===== config.mk =====
export PLATFORM = sky130hd
export DESIGN_NAME = scalar_kalman_filter_unit_flat
export DESIGN_NICKNAME = d
export VERILOG_FILES = /design/src/hw/rtl/skf_pkg.sv /design/src/hw/rtl/skf_if.sv /design/src/hw/rtl/skf_cfg.sv /design/src/hw/rtl/skf_fpu.sv /design/src/hw/rtl/scalar_kalman_filter_unit.sv /design/src/flat_wrapper.sv
export VERILOG_INCLUDE_DIRS = /design/src /design/src/hw/rtl
export SDC_FILE = /design/constraint.sdc
export NUM_CORES = 2
export LEC_CHECK = 0
export BUFFER_PORTS_ARGS = -buffer_cell sky130_fd_sc_hd__buf_2
export CORE_MARGIN = 3
export CORE_UTILIZATION = 50
export CTS_CLUSTER_DIAMETER = 80
export DETAILED_ROUTE_END_ITERATION = 16
export PLACE_DENSITY = 0.71
export SETUP_SLACK_MARGIN = 0.3
export SLEW_MARGIN = 20
export SYNTH_ARGS = -nofsm -noshare
export SYNTH_HDL_FRONTEND = slang
export SYNTH_SLANG_ARGS = --single-unit
export TNS_END_PERCENT = 30

===== constraint.sdc =====
create_clock -name clk -period 8.1 [get_ports clk]
set_input_delay 0.81 -clock clk [delete_from_list [all_inputs] [get_ports clk]]
set_output_delay 0.81 -clock clk [all_outputs]
set_load 0.01 [all_outputs]

===== src/hw/rtl/scalar_kalman_filter_unit_macros.svh =====
// Assertion macros for the scalar Kalman filter block.
// Used by scalar_kalman_filter_unit.sv; needs clk and rst_n in scope where used.
`ifndef SCALAR_KALMAN_FILTER_UNIT_MACROS_SVH
`define SCALAR_KALMAN_FILTER_UNIT_MACROS_SVH
`ifndef SYNTHESIS
// same-cycle implication
`define SKF_ASSERT_IMP(lbl, ante, cons) \
  lbl: assert property (@(posedge clk) disable iff (!rst_n) (ante) |-> (cons)) \
    else $error("skf assertion failed");
// next-cycle implication
`define SKF_ASSERT_NXT(lbl, ante, cons) \
  lbl: assert property (@(posedge clk) disable iff (!rst_n) (ante) |=> (cons)) \
    else $error("skf assertion failed");
`else
`define SKF_ASSERT_IMP(lbl, ante, cons)
`define SKF_ASSERT_NXT(lbl, ante, cons)
`endif
`endif


===== src/hw/rtl/skf_pkg.sv =====
// Shared types, constants and helpers for the scalar Kalman filter block.
// No dependencies; imported by every module of the block.
package skf_pkg;

  // IEEE single fields
  localparam int FP_FRAC_W = 23;
  localparam logic [7:0]  FP_EXP_ONES = 8'hff;
  localparam logic [30:0] FP_INF_MAG  = 31'h7f800000;
  localparam logic [31:0] FP_QNAN     = 32'h7fc00000;
  localparam logic [31:0] FP_ONE      = 32'h3f800000;

  // register reset values
  localparam logic [31:0] RST_NOISE = 32'h3dcccccd;
  localparam logic [31:0] RST_EST   = 32'h00000000;

  // quotient bits produced by the divider (integer bit, 23 fraction, 3 extra)
  localparam int DIV_STEPS = 27;

  localparam int CFG_ADDR_W = 4;

  typedef enum logic [1:0] {
    REG_PROC_NOISE = 2'd0,
    REG_MEAS_NOISE = 2'd1,
    REG_INIT_EST   = 2'd2,
    REG_INIT_COV   = 2'd3
  } reg_idx_t;

  typedef enum logic [1:0] {
    FOP_ADD,
    FOP_MUL,
    FOP_DIV
  } fop_t;

  typedef enum logic [2:0] {
    F_IDLE,
    F_PREP,
    F_ADD,
    F_DNORM,
    F_DIV,
    F_NORM,
    F_ROUND,
    F_DONE
  } fpu_state_t;

  typedef enum logic [3:0] {
    S_IDLE,
    S_PADD,
    S_DEN,
    S_DIV,
    S_DIFF,
    S_MULK,
    S_XADD,
    S_ONEK,
    S_MULP,
    S_FINISH
  } seq_state_t;

  typedef struct packed {
    logic        start;
    fop_t        op;
    logic [31:0] a;
    logic [31:0] b;
  } fpu_req_t;

  typedef struct packed {
    logic        done;
    logic        busy;
    logic [31:0] result;
  } fpu_rsp_t;

  typedef struct packed {
    logic [31:0] q;
    logic [31:0] r;
    logic        ld_x;
    logic        ld_p;
    logic [31:0] ld_val;
  } cfg_t;

  // exponent all ones: Inf or NaN
  function automatic logic not_finite(input logic [31:0] b);
    return b[30:FP_FRAC_W] == FP_EXP_ONES;
  endfunction

  function automatic logic [31:0] fp_neg(input logic [31:0] b);
    return {~b[31], b[30:0]};
  endfunction

endpackage


===== src/hw/rtl/skf_if.sv =====
// Valid/ready channel interfaces for the scalar Kalman filter block.
// No dependencies.
interface skf_in_if;
  logic        valid;
  logic        ready;
  logic [31:0] measurement;
  logic        last_sample;
  modport source (output valid, measurement, last_sample, input ready);
  modport sink   (input valid, measurement, last_sample, output ready);
endinterface

interface skf_out_if;
  logic        valid;
  logic        ready;
  logic [31:0] estimate;
  logic [31:0] gain;
  logic        overflow_error;
  logic        end_of_block;
  modport source (output valid, estimate, gain, overflow_error, end_of_block, input ready);
  modport sink   (input valid, estimate, gain, overflow_error, end_of_block, output ready);
endinterface


===== src/hw/rtl/skf_cfg.sv =====
// APB-style register file: noise terms and initial state values.
// Depends on skf_pkg.
module skf_cfg import skf_pkg::*; (
  input  logic                  clk,
  input  logic                  rst_n,
  input  logic                  psel,
  input  logic                  penable,
  input  logic                  pwrite,
  input  logic [CFG_ADDR_W-1:0] paddr,
  input  logic [31:0]           pwdata,
  output logic [31:0]           prdata,
  output logic                  pready,
  output cfg_t                  cfg
);

  logic [31:0] q_r, r_r, ie_r, ic_r;
  logic [31:0] q_nxt, r_nxt, ie_nxt, ic_nxt;
  logic        wr_en;
  reg_idx_t    idx;

  assign wr_en  = psel & penable & pwrite;
  assign idx    = reg_idx_t'(paddr[3:2]);
  assign pready = 1'b1;

  // write decode
  always_comb begin
    q_nxt  = q_r;
    r_nxt  = r_r;
    ie_nxt = ie_r;
    ic_nxt = ic_r;
    if (wr_en) begin
      unique case (idx)
        REG_PROC_NOISE: q_nxt  = pwdata;
        REG_MEAS_NOISE: r_nxt  = pwdata;
        REG_INIT_EST:   ie_nxt = pwdata;
        REG_INIT_COV:   ic_nxt = pwdata;
        default:        q_nxt  = q_r;
      endcase
    end
  end

  always_ff @(posedge clk) begin
    if (!rst_n) begin
      q_r  <= RST_NOISE;
      r_r  <= RST_NOISE;
      ie_r <= RST_EST;
      ic_r <= RST_NOISE;
    end else begin
      q_r  <= q_nxt;
      r_r  <= r_nxt;
      ie_r <= ie_nxt;
      ic_r <= ic_nxt;
    end
  end

  // read mux
  always_comb begin
    unique case (idx)
      REG_PROC_NOISE: prdata = q_r;
      REG_MEAS_NOISE: prdata = r_r;
      REG_INIT_EST:   prdata = ie_r;
      REG_INIT_COV:   prdata = ic_r;
      default:        prdata = q_r;
    endcase
  end

  // noise outputs and state reload strobes
  assign cfg.q      = q_r;
  assign cfg.r      = r_r;
  assign cfg.ld_x   = wr_en && (idx == REG_INIT_EST);
  assign cfg.ld_p   = wr_en && (idx == REG_INIT_COV);
  assign cfg.ld_val = pwdata;

endmodule


===== src/hw/rtl/skf_fpu.sv =====
// Shared multi-cycle IEEE single unit: add, multiply, radix-2 divide,
// stepwise normalize and round-to-nearest-even. Depends on skf_pkg.
module skf_fpu import skf_pkg::*; (
  input  logic     clk,
  input  logic     rst_n,
  input  fpu_req_t req,
  output fpu_rsp_t rsp
);

  fpu_state_t fst_r, fst_nxt;

  logic [31:0]        a_r, b_r, a_nxt, b_nxt;
  fop_t               op_r, op_nxt;
  logic               sgn_r, sgn_nxt;
  logic signed [11:0] e_r, e_nxt;
  logic [49:0]        w_r, w_nxt;
  // add: big/small mantissa; divide: dividend/divisor
  logic [23:0]        mb_r, ms_r, mb_nxt, ms_nxt;
  logic [7:0]         eb_r, d_r, eb_nxt, d_nxt;
  logic               sub_r, sub_nxt;
  logic [24:0]        rem_r, rem_nxt;
  logic [26:0]        q_r, q_nxt;
  logic [4:0]         cnt_r, cnt_nxt;
  logic [31:0]        res_r, res_nxt;

  // operand unpack
  logic [7:0]  exa, exb;
  logic [23:0] ma, mb;
  logic        a_nan, b_nan, a_inf, b_inf, a_zero, b_zero, sx;
  logic        spec_hit;
  logic [31:0] spec_val;

  assign exa    = (a_r[30:23] == 8'd0) ? 8'd1 : a_r[30:23];
  assign exb    = (b_r[30:23] == 8'd0) ? 8'd1 : b_r[30:23];
  assign ma     = {|a_r[30:23], a_r[22:0]};
  assign mb     = {|b_r[30:23], b_r[22:0]};
  assign a_nan  = (a_r[30:23] == FP_EXP_ONES) && (a_r[22:0] != 23'd0);
  assign b_nan  = (b_r[30:23] == FP_EXP_ONES) && (b_r[22:0] != 23'd0);
  assign a_inf  = a_r[30:0] == FP_INF_MAG;
  assign b_inf  = b_r[30:0] == FP_INF_MAG;
  assign a_zero = a_r[30:0] == 31'd0;
  assign b_zero = b_r[30:0] == 31'd0;
  assign sx     = a_r[31] ^ b_r[31];

  // special operands
  always_comb begin
    spec_hit = 1'b1;
    spec_val = FP_QNAN;
    case (op_r)
      FOP_ADD: begin
        if (a_nan || b_nan)                           spec_val = FP_QNAN;
        else if (a_inf && b_inf && (a_r[31] != b_r[31])) spec_val = FP_QNAN;
        else if (a_inf)                               spec_val = a_r;
        else if (b_inf)                               spec_val = b_r;
        else if (a_zero && b_zero)                    spec_val = {a_r[31] & b_r[31], 31'd0};
        else if (a_zero)                              spec_val = b_r;
        else if (b_zero)                              spec_val = a_r;
        else                                          spec_hit = 1'b0;
      end
      FOP_MUL: begin
        if (a_nan || b_nan)                           spec_val = FP_QNAN;
        else if ((a_inf && b_zero) || (a_zero && b_inf)) spec_val = FP_QNAN;
        else if (a_inf || b_inf)                      spec_val = {sx, FP_INF_MAG};
        else if (a_zero || b_zero)                    spec_val = {sx, 31'd0};
        else                                          spec_hit = 1'b0;
      end
      default: begin
        if (a_nan || b_nan)                           spec_val = FP_QNAN;
        else if ((a_inf && b_inf) || (a_zero && b_zero)) spec_val = FP_QNAN;
        else if (a_inf || b_zero)                     spec_val = {sx, FP_INF_MAG};
        else if (a_zero || b_inf)                     spec_val = {sx, 31'd0};
        else                                          spec_hit = 1'b0;
      end
    endcase
  end

  // align and add
  logic [26:0] s27, al27, mask27;
  logic        al_st;
  logic [27:0] big28, sm28, sum28;

  always_comb begin
    s27    = {ms_r, 3'd0};
    mask27 = '0;
    if (d_r >= 8'd27) begin
      al27  = '0;
      al_st = |ms_r;
    end else begin
      al27   = s27 >> d_r[4:0];
      mask27 = (27'd1 << d_r[4:0]) - 27'd1;
      al_st  = |(s27 & mask27);
    end
    big28 = {1'b0, mb_r, 3'd0};
    sm28  = {1'b0, al27[26:1], al27[0] | al_st};
    sum28 = sub_r ? (big28 - sm28) : (big28 + sm28);
  end

  // multiply
  logic [47:0] prod48;
  assign prod48 = ma * mb;

  // divide step
  logic        dv_ge;
  logic [24:0] dv_rem;
  logic [26:0] dv_q;
  assign dv_ge  = rem_r >= {1'b0, ms_r};
  assign dv_rem = dv_ge ? (rem_r - {1'b0, ms_r}) : rem_r;
  assign dv_q   = {q_r[25:0], dv_ge};

  // normalize conditions
  logic nm_right, nm_right8, nm_left, nm_left8, nm_done;
  assign nm_right  = e_r < 12'sd1;
  assign nm_right8 = e_r < -12'sd7;
  assign nm_left   = !w_r[49] && (e_r > 12'sd1);
  assign nm_left8  = (w_r[49:42] == 8'd0) && (e_r > 12'sd8);
  assign nm_done   = !nm_right && !nm_left;

  // round and pack
  logic [7:0]  rd_ef;
  logic [30:0] rd_base, rd_val;
  logic        rd_inc, rd_ovf;
  assign rd_ef   = w_r[49] ? e_r[7:0] : 8'd0;
  assign rd_base = {rd_ef, w_r[48:26]};
  assign rd_inc  = w_r[25] & ((|w_r[24:0]) | w_r[26]);
  assign rd_val  = rd_base + {30'd0, rd_inc};
  assign rd_ovf  = e_r >= 12'sd255;

  logic signed [11:0] ea_s, eb_s;
  assign ea_s = signed'({4'd0, exa});
  assign eb_s = signed'({4'd0, exb});

  // next state
  always_comb begin
    fst_nxt = fst_r;
    unique case (fst_r)
      F_IDLE:  if (req.start) fst_nxt = F_PREP;
      F_PREP: begin
        if (spec_hit)            fst_nxt = F_DONE;
        else if (op_r == FOP_ADD) fst_nxt = F_ADD;
        else if (op_r == FOP_MUL) fst_nxt = F_NORM;
        else                     fst_nxt = F_DNORM;
      end
      F_ADD:   fst_nxt = (sum28 == 28'd0) ? F_DONE : F_NORM;
      F_DNORM: if (mb_r[23] && ms_r[23]) fst_nxt = F_DIV;
      F_DIV:   if (cnt_r == 5'(DIV_STEPS - 1)) fst_nxt = F_NORM;
      F_NORM:  if (nm_done) fst_nxt = F_ROUND;
      F_ROUND: fst_nxt = F_DONE;
      F_DONE:  fst_nxt = F_IDLE;
      default: fst_nxt = F_IDLE;
    endcase
  end

  // datapath
  always_comb begin
    a_nxt   = a_r;
    b_nxt   = b_r;
    op_nxt  = op_r;
    sgn_nxt = sgn_r;
    e_nxt   = e_r;
    w_nxt   = w_r;
    mb_nxt  = mb_r;
    ms_nxt  = ms_r;
    eb_nxt  = eb_r;
    d_nxt   = d_r;
    sub_nxt = sub_r;
    rem_nxt = rem_r;
    q_nxt   = q_r;
    cnt_nxt = cnt_r;
    res_nxt = res_r;
    case (fst_r)
      F_IDLE: begin
        if (req.start) begin
          a_nxt  = req.a;
          b_nxt  = req.b;
          op_nxt = req.op;
        end
      end
      F_PREP: begin
        res_nxt = spec_val;
        sub_nxt = sx;
        case (op_r)
          FOP_ADD: begin
            if (a_r[30:0] < b_r[30:0]) begin
              sgn_nxt = b_r[31];
              mb_nxt  = mb;
              ms_nxt  = ma;
              eb_nxt  = exb;
              d_nxt   = exb - exa;
            end else begin
              sgn_nxt = a_r[31];
              mb_nxt  = ma;
              ms_nxt  = mb;
              eb_nxt  = exa;
              d_nxt   = exa - exb;
            end
          end
          FOP_MUL: begin
            sgn_nxt = sx;
            w_nxt   = {prod48, 2'd0};
            e_nxt   = ea_s + eb_s - 12'sd126;
          end
          default: begin
            sgn_nxt = sx;
            mb_nxt  = ma;
            ms_nxt  = mb;
            e_nxt   = ea_s - eb_s + 12'sd127;
          end
        endcase
      end
      F_ADD: begin
        res_nxt = 32'd0;
        w_nxt   = {sum28, 22'd0};
        e_nxt   = signed'({4'd0, eb_r}) + 12'sd1;
      end
      F_DNORM: begin
        // bring both mantissas to a set hidden bit
        if (!mb_r[23]) mb_nxt = {mb_r[22:0], 1'b0};
        if (!ms_r[23]) ms_nxt = {ms_r[22:0], 1'b0};
        e_nxt   = e_r - {11'd0, !mb_r[23]} + {11'd0, !ms_r[23]};
        rem_nxt = {1'b0, mb_r};
        q_nxt   = '0;
        cnt_nxt = '0;
      end
      F_DIV: begin
        q_nxt   = dv_q;
        rem_nxt = {dv_rem[23:0], 1'b0};
        cnt_nxt = cnt_r + 5'd1;
        w_nxt   = {dv_q, |dv_rem, 22'd0};
      end
      F_NORM: begin
        if (nm_right8) begin
          w_nxt = {8'd0, w_r[49:9], |w_r[8:0]};
          e_nxt = e_r + 12'sd8;
        end else if (nm_right) begin
          w_nxt = {1'b0, w_r[49:2], |w_r[1:0]};
          e_nxt = e_r + 12'sd1;
        end else if (nm_left && nm_left8) begin
          w_nxt = {w_r[41:0], 8'd0};
          e_nxt = e_r - 12'sd8;
        end else if (nm_left) begin
          w_nxt = {w_r[48:0], 1'b0};
          e_nxt = e_r - 12'sd1;
        end
      end
      F_ROUND: res_nxt = rd_ovf ? {sgn_r, FP_INF_MAG} : {sgn_r, rd_val};
      default: res_nxt = res_r;
    endcase
  end

  always_ff @(posedge clk) begin
    if (!rst_n) begin
      fst_r <= F_IDLE;
    end else begin
      fst_r <= fst_nxt;
    end
  end

  always_ff @(posedge clk) begin
    a_r   <= a_nxt;
    b_r   <= b_nxt;
    op_r  <= op_nxt;
    sgn_r <= sgn_nxt;
    e_r   <= e_nxt;
    w_r   <= w_nxt;
    mb_r  <= mb_nxt;
    ms_r  <= ms_nxt;
    eb_r  <= eb_nxt;
    d_r   <= d_nxt;
    sub_r <= sub_nxt;
    rem_r <= rem_nxt;
    q_r   <= q_nxt;
    cnt_r <= cnt_nxt;
    res_r <= res_nxt;
  end

  assign rsp.done   = fst_r == F_DONE;
  assign rsp.busy   = fst_r != F_IDLE;
  assign rsp.result = res_r;

endmodule


===== src/hw/rtl/scalar_kalman_filter_unit.sv =====
// Scalar Kalman filter: one IEEE single measurement per request, one result each.
// Each request runs five add passes, two multiply passes and one 27-step radix-2
// divide on the shared unit; a new request is accepted only once the previous one
// has finished and its result is loaded for output; subnormals or cancellation add steps.
// Synchronous active-low reset loads the register reset values and the state.
// Depends on skf_pkg, skf_if, skf_cfg, skf_fpu and the assertion macro header.
`include "scalar_kalman_filter_unit_macros.svh"
module scalar_kalman_filter_unit import skf_pkg::*; (
  input  logic                  clk,
  input  logic                  rst_n,
  skf_in_if.sink                in_chan,
  skf_out_if.source             out_chan,
  input  logic                  psel,
  input  logic                  penable,
  input  logic                  pwrite,
  input  logic [CFG_ADDR_W-1:0] paddr,
  input  logic [31:0]           pwdata,
  output logic [31:0]           prdata,
  output logic                  pready
);

  cfg_t     cfg;
  fpu_req_t fpu_req;
  fpu_rsp_t fpu_rsp;

  skf_cfg u_cfg (
    .clk     (clk),
    .rst_n   (rst_n),
    .psel    (psel),
    .penable (penable),
    .pwrite  (pwrite),
    .paddr   (paddr),
    .pwdata  (pwdata),
    .prdata  (prdata),
    .pready  (pready),
    .cfg     (cfg)
  );

  skf_fpu u_fpu (
    .clk   (clk),
    .rst_n (rst_n),
    .req   (fpu_req),
    .rsp   (fpu_rsp)
  );

  seq_state_t  seq_r, seq_nxt;
  logic        issued_r, issued_nxt;
  logic [31:0] x_r, p_r, k_r, t_r, m_r;
  logic [31:0] x_nxt, p_nxt, k_nxt, t_nxt, m_nxt;
  logic        last_r, err_r, last_nxt, err_nxt;
  logic        out_valid_r, out_valid_nxt;
  logic [31:0] out_est_r, out_gain_r, out_est_nxt, out_gain_nxt;
  logic        out_err_r, out_eob_r, out_err_nxt, out_eob_nxt;

  logic        in_acc, res_bad;
  logic [31:0] res;

  assign in_acc  = in_chan.valid && in_chan.ready;
  assign res     = fpu_rsp.result;
  assign res_bad = not_finite(res);

  // next state
  always_comb begin
    seq_nxt = seq_r;
    unique case (seq_r)
      S_IDLE: if (in_acc) seq_nxt = S_PADD;
      S_PADD: if (fpu_rsp.done) seq_nxt = res_bad ? S_FINISH : S_DEN;
      S_DEN:  if (fpu_rsp.done) seq_nxt = (res[30:0] == 31'd0) ? S_FINISH : S_DIV;
      S_DIV:  if (fpu_rsp.done) seq_nxt = res_bad ? S_FINISH : S_DIFF;
      S_DIFF: if (fpu_rsp.done) seq_nxt = S_MULK;
      S_MULK: if (fpu_rsp.done) seq_nxt = S_XADD;
      S_XADD: if (fpu_rsp.done) seq_nxt = res_bad ? S_FINISH : S_ONEK;
      S_ONEK: if (fpu_rsp.done) seq_nxt = S_MULP;
      S_MULP: if (fpu_rsp.done) seq_nxt = S_FINISH;
      S_FINISH: if (!out_valid_r) seq_nxt = S_IDLE;
      default: seq_nxt = S_IDLE;
    endcase
  end

  // operation issue
  always_comb begin
    fpu_req.start = (seq_r != S_IDLE) && (seq_r != S_FINISH) && !issued_r;
    fpu_req.op    = FOP_ADD;
    fpu_req.a     = p_r;
    fpu_req.b     = cfg.q;
    unique case (seq_r)
      S_DEN:  fpu_req.b = cfg.r;
      S_DIV: begin
        fpu_req.op = FOP_DIV;
        fpu_req.b  = t_r;
      end
      S_DIFF: begin
        fpu_req.a = m_r;
        fpu_req.b = fp_neg(x_r);
      end
      S_MULK: begin
        fpu_req.op = FOP_MUL;
        fpu_req.a  = k_r;
        fpu_req.b  = t_r;
      end
      S_XADD: begin
        fpu_req.a = x_r;
        fpu_req.b = t_r;
      end
      S_ONEK: begin
        fpu_req.a = FP_ONE;
        fpu_req.b = fp_neg(k_r);
      end
      S_MULP: begin
        fpu_req.op = FOP_MUL;
        fpu_req.a  = t_r;
        fpu_req.b  = p_r;
      end
      default: fpu_req.a = p_r;
    endcase
  end

  // state and result capture
  always_comb begin
    issued_nxt    = issued_r;
    x_nxt         = x_r;
    p_nxt         = p_r;
    k_nxt         = k_r;
    t_nxt         = t_r;
    m_nxt         = m_r;
    last_nxt      = last_r;
    err_nxt       = err_r;
    out_valid_nxt = out_valid_r;
    out_est_nxt   = out_est_r;
    out_gain_nxt  = out_gain_r;
    out_err_nxt   = out_err_r;
    out_eob_nxt   = out_eob_r;

    if (fpu_req.start) issued_nxt = 1'b1;
    if (fpu_rsp.done)  issued_nxt = 1'b0;

    if (out_valid_r && out_chan.ready) out_valid_nxt = 1'b0;

    if (cfg.ld_x) x_nxt = cfg.ld_val;
    if (cfg.ld_p) p_nxt = cfg.ld_val;

    unique case (seq_r)
      S_IDLE: begin
        if (in_acc) begin
          m_nxt    = in_chan.measurement;
          last_nxt = in_chan.last_sample;
          err_nxt  = 1'b0;
        end
      end
      S_PADD: if (fpu_rsp.done) begin
        p_nxt   = res;
        err_nxt = res_bad;
      end
      S_DEN: if (fpu_rsp.done) begin
        t_nxt   = res;
        err_nxt = res[30:0] == 31'd0;
      end
      S_DIV: if (fpu_rsp.done) begin
        k_nxt   = res;
        err_nxt = res_bad;
      end
      S_DIFF, S_MULK, S_ONEK: if (fpu_rsp.done) t_nxt = res;
      S_XADD: if (fpu_rsp.done) begin
        x_nxt   = res;
        err_nxt = res_bad;
      end
      S_MULP: if (fpu_rsp.done) begin
        p_nxt   = res;
        err_nxt = res_bad;
      end
      S_FINISH: if (!out_valid_r) begin
        out_valid_nxt = 1'b1;
        out_est_nxt   = err_r ? 32'd0 : x_r;
        out_gain_nxt  = err_r ? 32'd0 : k_r;
        out_err_nxt   = err_r;
        out_eob_nxt   = last_r;
      end
      default: issued_nxt = issued_r;
    endcase
  end

  always_ff @(posedge clk) begin
    if (!rst_n) begin
      seq_r       <= S_IDLE;
      issued_r    <= 1'b0;
      out_valid_r <= 1'b0;
      x_r         <= RST_EST;
      p_r         <= RST_NOISE;
    end else begin
      seq_r       <= seq_nxt;
      issued_r    <= issued_nxt;
      out_valid_r <= out_valid_nxt;
      x_r         <= x_nxt;
      p_r         <= p_nxt;
    end
  end

  always_ff @(posedge clk) begin
    k_r        <= k_nxt;
    t_r        <= t_nxt;
    m_r        <= m_nxt;
    last_r     <= last_nxt;
    err_r      <= err_nxt;
    out_est_r  <= out_est_nxt;
    out_gain_r <= out_gain_nxt;
    out_err_r  <= out_err_nxt;
    out_eob_r  <= out_eob_nxt;
  end

  assign in_chan.ready           = seq_r == S_IDLE;
  assign out_chan.valid          = out_valid_r;
  assign out_chan.estimate       = out_est_r;
  assign out_chan.gain           = out_gain_r;
  assign out_chan.overflow_error = out_err_r;
  assign out_chan.end_of_block   = out_eob_r;

  // checks
  `SKF_ASSERT_NXT(a_busy_after_accept, in_acc, seq_r != S_IDLE)
  `SKF_ASSERT_IMP(a_start_fpu_idle, fpu_req.start, !fpu_rsp.busy)
  `SKF_ASSERT_IMP(a_err_zero, out_valid_r && out_err_r, (out_est_r == 32'd0) && (out_gain_r == 32'd0))
  `SKF_ASSERT_NXT(a_finish_loads, (seq_r == S_FINISH) && !out_valid_r, out_valid_r && (seq_r == S_IDLE))

endmodule

===== src/flat_wrapper.sv =====
// flat-port wrapper written by rule: the top's interface ports become plain ports
module scalar_kalman_filter_unit_flat import skf_pkg::*;
  (clk, rst_n, psel, penable, pwrite, paddr, pwdata, prdata, pready, in_chan_valid, in_chan_measurement, in_chan_last_sample, in_chan_ready, out_chan_valid, out_chan_estimate, out_chan_gain, out_chan_overflow_error, out_chan_end_of_block, out_chan_ready);
  skf_in_if in_chan_i ();
  skf_out_if out_chan_i ();
  input  logic clk;
  input  logic rst_n;
  input  logic psel;
  input  logic penable;
  input  logic pwrite;
  input  logic [CFG_ADDR_W-1:0] paddr;
  input  logic [31:0] pwdata;
  output logic [31:0] prdata;
  output logic pready;
  input wire logic [$bits(in_chan_i.valid)-1:0] in_chan_valid;
  input wire logic [$bits(in_chan_i.measurement)-1:0] in_chan_measurement;
  input wire logic [$bits(in_chan_i.last_sample)-1:0] in_chan_last_sample;
  output wire logic [$bits(in_chan_i.ready)-1:0] in_chan_ready;
  output wire logic [$bits(out_chan_i.valid)-1:0] out_chan_valid;
  output wire logic [$bits(out_chan_i.estimate)-1:0] out_chan_estimate;
  output wire logic [$bits(out_chan_i.gain)-1:0] out_chan_gain;
  output wire logic [$bits(out_chan_i.overflow_error)-1:0] out_chan_overflow_error;
  output wire logic [$bits(out_chan_i.end_of_block)-1:0] out_chan_end_of_block;
  input wire logic [$bits(out_chan_i.ready)-1:0] out_chan_ready;
  assign in_chan_i.valid = in_chan_valid;
  assign in_chan_i.measurement = in_chan_measurement;
  assign in_chan_i.last_sample = in_chan_last_sample;
  assign in_chan_ready = in_chan_i.ready;
  assign out_chan_valid = out_chan_i.valid;
  assign out_chan_estimate = out_chan_i.estimate;
  assign out_chan_gain = out_chan_i.gain;
  assign out_chan_overflow_error = out_chan_i.overflow_error;
  assign out_chan_end_of_block = out_chan_i.end_of_block;
  assign out_chan_i.ready = out_chan_ready;
  scalar_kalman_filter_unit u_core (.clk(clk), .rst_n(rst_n), .in_chan(in_chan_i), .out_chan(out_chan_i), .psel(psel), .penable(penable), .pwrite(pwrite), .paddr(paddr), .pwdata(pwdata), .prdata(prdata), .pready(pready));
endmodule

==> results by group <==
Detailed routing
  • DRT Pass-1 Iters: 10
  • DR vias: 49670
  • First DRT Iteration DRCs: 5777
  • Via/cell ratio: 6.145
  • Post-Route WL: 184600 µm
  • Wire per inst: 22.84 µm
  • # DRC: 0
  • DRT antenna net count: 0

Global routing
  • Gr usage total: 29.88%
  • Initial antenna violation count: 15
  • Largest net degree at the start of global routing: 111
  • Number of global-route vias before repair: 48910
  • First-pass GRT wire length: 285000 µm
  • Gr ovfl total: 0

Placement
  • Port bufs: 173
  • HPWL after DPL: 135500 µm
  • Gp weighted congestion: 0.9582
  • Placed Instance Area: 61100 µm²

Logic synthesis
  • Synthesized Nets: 7466
  • Mapped cell area: 58720 µm²
  • EDFF count, synth: 446
  • Synth top area share: 22.81%
  • Top post-synthesis cells by area: edfxtp_1 (23%), fa_1 (17%), ha_1 (8.0%)
  • Seq cells post-synth: 647
  • Cells after Synth: 6528
  • Ys flop type: edfxtp_1
  • Cell variety after synth: 96
  • Mean area per synthesized cell: 8.994 µm²
  • Area leader, netlist: edfxtp_1
  • Yosys warns: 0
  • Seq/Total Area, Yosys: 29.66%
  • Post-synth ARST share: 0%

Finish
  • Largest register FFs: 50
  • Top reg by flops: u_core.u_fpu.w_r
  • Design area: 63930 µm²
  • Register area: 17420 µm²
  • Layout cell share with drive strength beyond 1: 9.599%
  • Multi-input gate area: 37130 µm²
  • Final nets: 7432
  • Area Growth Syn to Fin: 8.875%
  • Fill cells: 10350

STA
  • Clk_skew: 0.04390 ns
  • Unrepaired setup endpoints after global routing: yes
  • Fin. max-slew vios: 0
  • Final cycle utilization of the critical path: 93.43%
  • Minimum clock period: 7.567 ns
  • Least-Margin Pin Slew: 1.230 ns
  • # setup viols final: 0
  • Total negative slack: 0 ns
  • Fmax: 0.1321 GHz
  • Hold Vio Cnt, Final: 0
  • Rel. slew slack: 17.10%

Die
  • Die Footprint: 121600 µm²
  • # IOs: 177
  • Starting Density: 50.46%
  • Die width: 348.7 µm
  • Die Height: 348.7 µm
  • Core Box Area: 116400 µm²
  • # rows: 125

Setup path
  • CP Data Arrival Time: 7.96 ns
  • Critical Path Slowest Stage Cell: fa_1
  • WS Path Type: reg2reg
  • Worst setup SP type: register
  • CP endpoint kind: register
  • Crit Path Max Fanout: 6
  • R2R setup slack: 0.53 ns
  • Crit path largest cell delay: 0.56 ns
  • Crit-path most repeated cell: fa_1
  • Req. time, crit path: 8.49 ns

Min path
  • Hold/Removal Path Class: in2reg

Run
  • Max-cap violation count: 0

Clock network
  • CTS sink cnt: 647
  • Clk root buf: clkbuf_16
  • Worst-path clk slew: 0.06 ns
  • CTS tree: yes
  • Worst-Skew Late Latency: 0.67 ns
  • H-tree Lvls: 3
  • Total CTS buffers: 74
  • Clock Tree Buf Depth: 3
  • CTS Hold Bufs: 0

Run status
  • Outcome: completed
==> path summary, 6_finish.rpt <==
| path | startpoint | cells past startpoint | end |
|---|---|---|---|
| max | u_core.u_fpu.a_r[28] | 25 | u_core.u_fpu.w_r[47] |
| min | in_chan_measurement[6] | 1 | u_core.m_r[6] |
| max reg2reg | u_core.u_fpu.a_r[28] | 25 | u_core.u_fpu.w_r[47] |
| min reg2reg | u_core.last_r | 0 | u_core.out_chan.end_of_block |
==> metal layers <==
layer	share of wire [%]	vias to the layer above	track usage (%)
met5	0.025	-	0
met4	4.3	6	12.32
met3	11	503	6.500
met2	45	2867	47.19
met1	40	24160	39.98
li1	-	22130	-
==> per-stage QoR <==
stage / worst slack [ns] / hold WS, ns / util [%] / std cells
floorplan: 0.3563 / 0.4003 / - / 6528
global placement: 0.08119 / 0.4021 / 52.51 / 7919
detailed placement: 0.01387 / 0.4115 / 52.51 / 7919
CTS: 0.2461 / 0.2922 / 54.65 / 8057
global route: 0.2036 / 0.3063 / 54.92 / 8077
finish: 0.5326 / 0.3215 / 54.94 / 8083
==> cell families after synthesis <==
kind of cell / Yosys count / synth area share (%)
xor+xnor: 161 / 2.402
other cells: 1 / 0.006387
buf+inv: 1176 / 7.610
flops: 647 / 29.66
fa+ha+maj: 862 / 24.61
simple gates: 2181 / 17.02
compound gates: 1316 / 14.46
mux: 184 / 4.234
==> area by class of cell <==
class	instances	share of cell area, %
sequential	647	27.25
tap	1524	2.983
clock buffer	100	3.161
multi-input combinational	4705	58.09
timing repair buffer	357	3.668
clock inverter	35	0.6635
antenna	6	0.02349
inverter	709	4.163
==> cells in the mapped netlist, types with 18 or more instances <==
cell and n:
a211oi_1 24, a21boi_0 83, a21o_1 59, a21oi_1 303, a221oi_1 19, a222oi_1 32
a22oi_1 56, a311oi_1 36, a31oi_1 89, a41oi_1 38, and2_1 240, and3_1 22
buf_1 30, clkbuf_1 422, dfxtp_1 201, edfxtp_1 446, fa_1 488, ha_1 374
inv_1 708, mux2_2 20, mux2i_1 113, mux4_2 49, nand2_1 1071, nand2b_1 47
nand3_1 174, nand4_1 44, nor2_1 312, nor2b_1 94, nor3_1 53, nor4_1 48
o211ai_1 20, o21ai_0 327, o21bai_1 32, o22ai_1 65, or2_2 19, or3_1 18
xnor2_1 106, xor2_1 55
==> layout by cell type (no fill, tap or decap), drive strengths merged, types with 37 or more instances in the layout <==
cell    instances
o21ai         332
nand4          44
nor4           50
xor2           55
dfxtp         201
a21o           59
o22ai          65
nor3           54
nor2          313
clkbuf        100
ha            374
mux4           49
a22oi          56
nand3         175
xnor2         106
mux2i         113
nor2b          94
inv           716
buf           357
a21oi         303
a311oi         37
edfxtp        446
fa            488
nand2b         47
nand2        1071
a21boi         84
a31oi          89
a41oi          38
and2          240
==> worst max-delay path, delay by kind of cell, from the launching register on <==
family | cells | cell delay [ns]
fa+ha+maj | 8 | 3.75
compound gates | 7 | 1.48
simple gates | 6 | 1.15
flops | 1 | 0.46
buf+inv | 3 | 0.27
mux | 1 | 0.16
==> what timing repair did <==
| item | 4_1_cts | 5_1_grt |
|---|---|---|
| pin swaps | 1 | 8 |
| endpoints found under the setup margin | 10 | 14 |
| setup buffers | 3 | 19 |
| gates resized for setup | 4 | 36 |
Power is left out: the tool's default activity adds up to more than one toggle a clock period on the data nets, which glitch-free logic cannot reach.
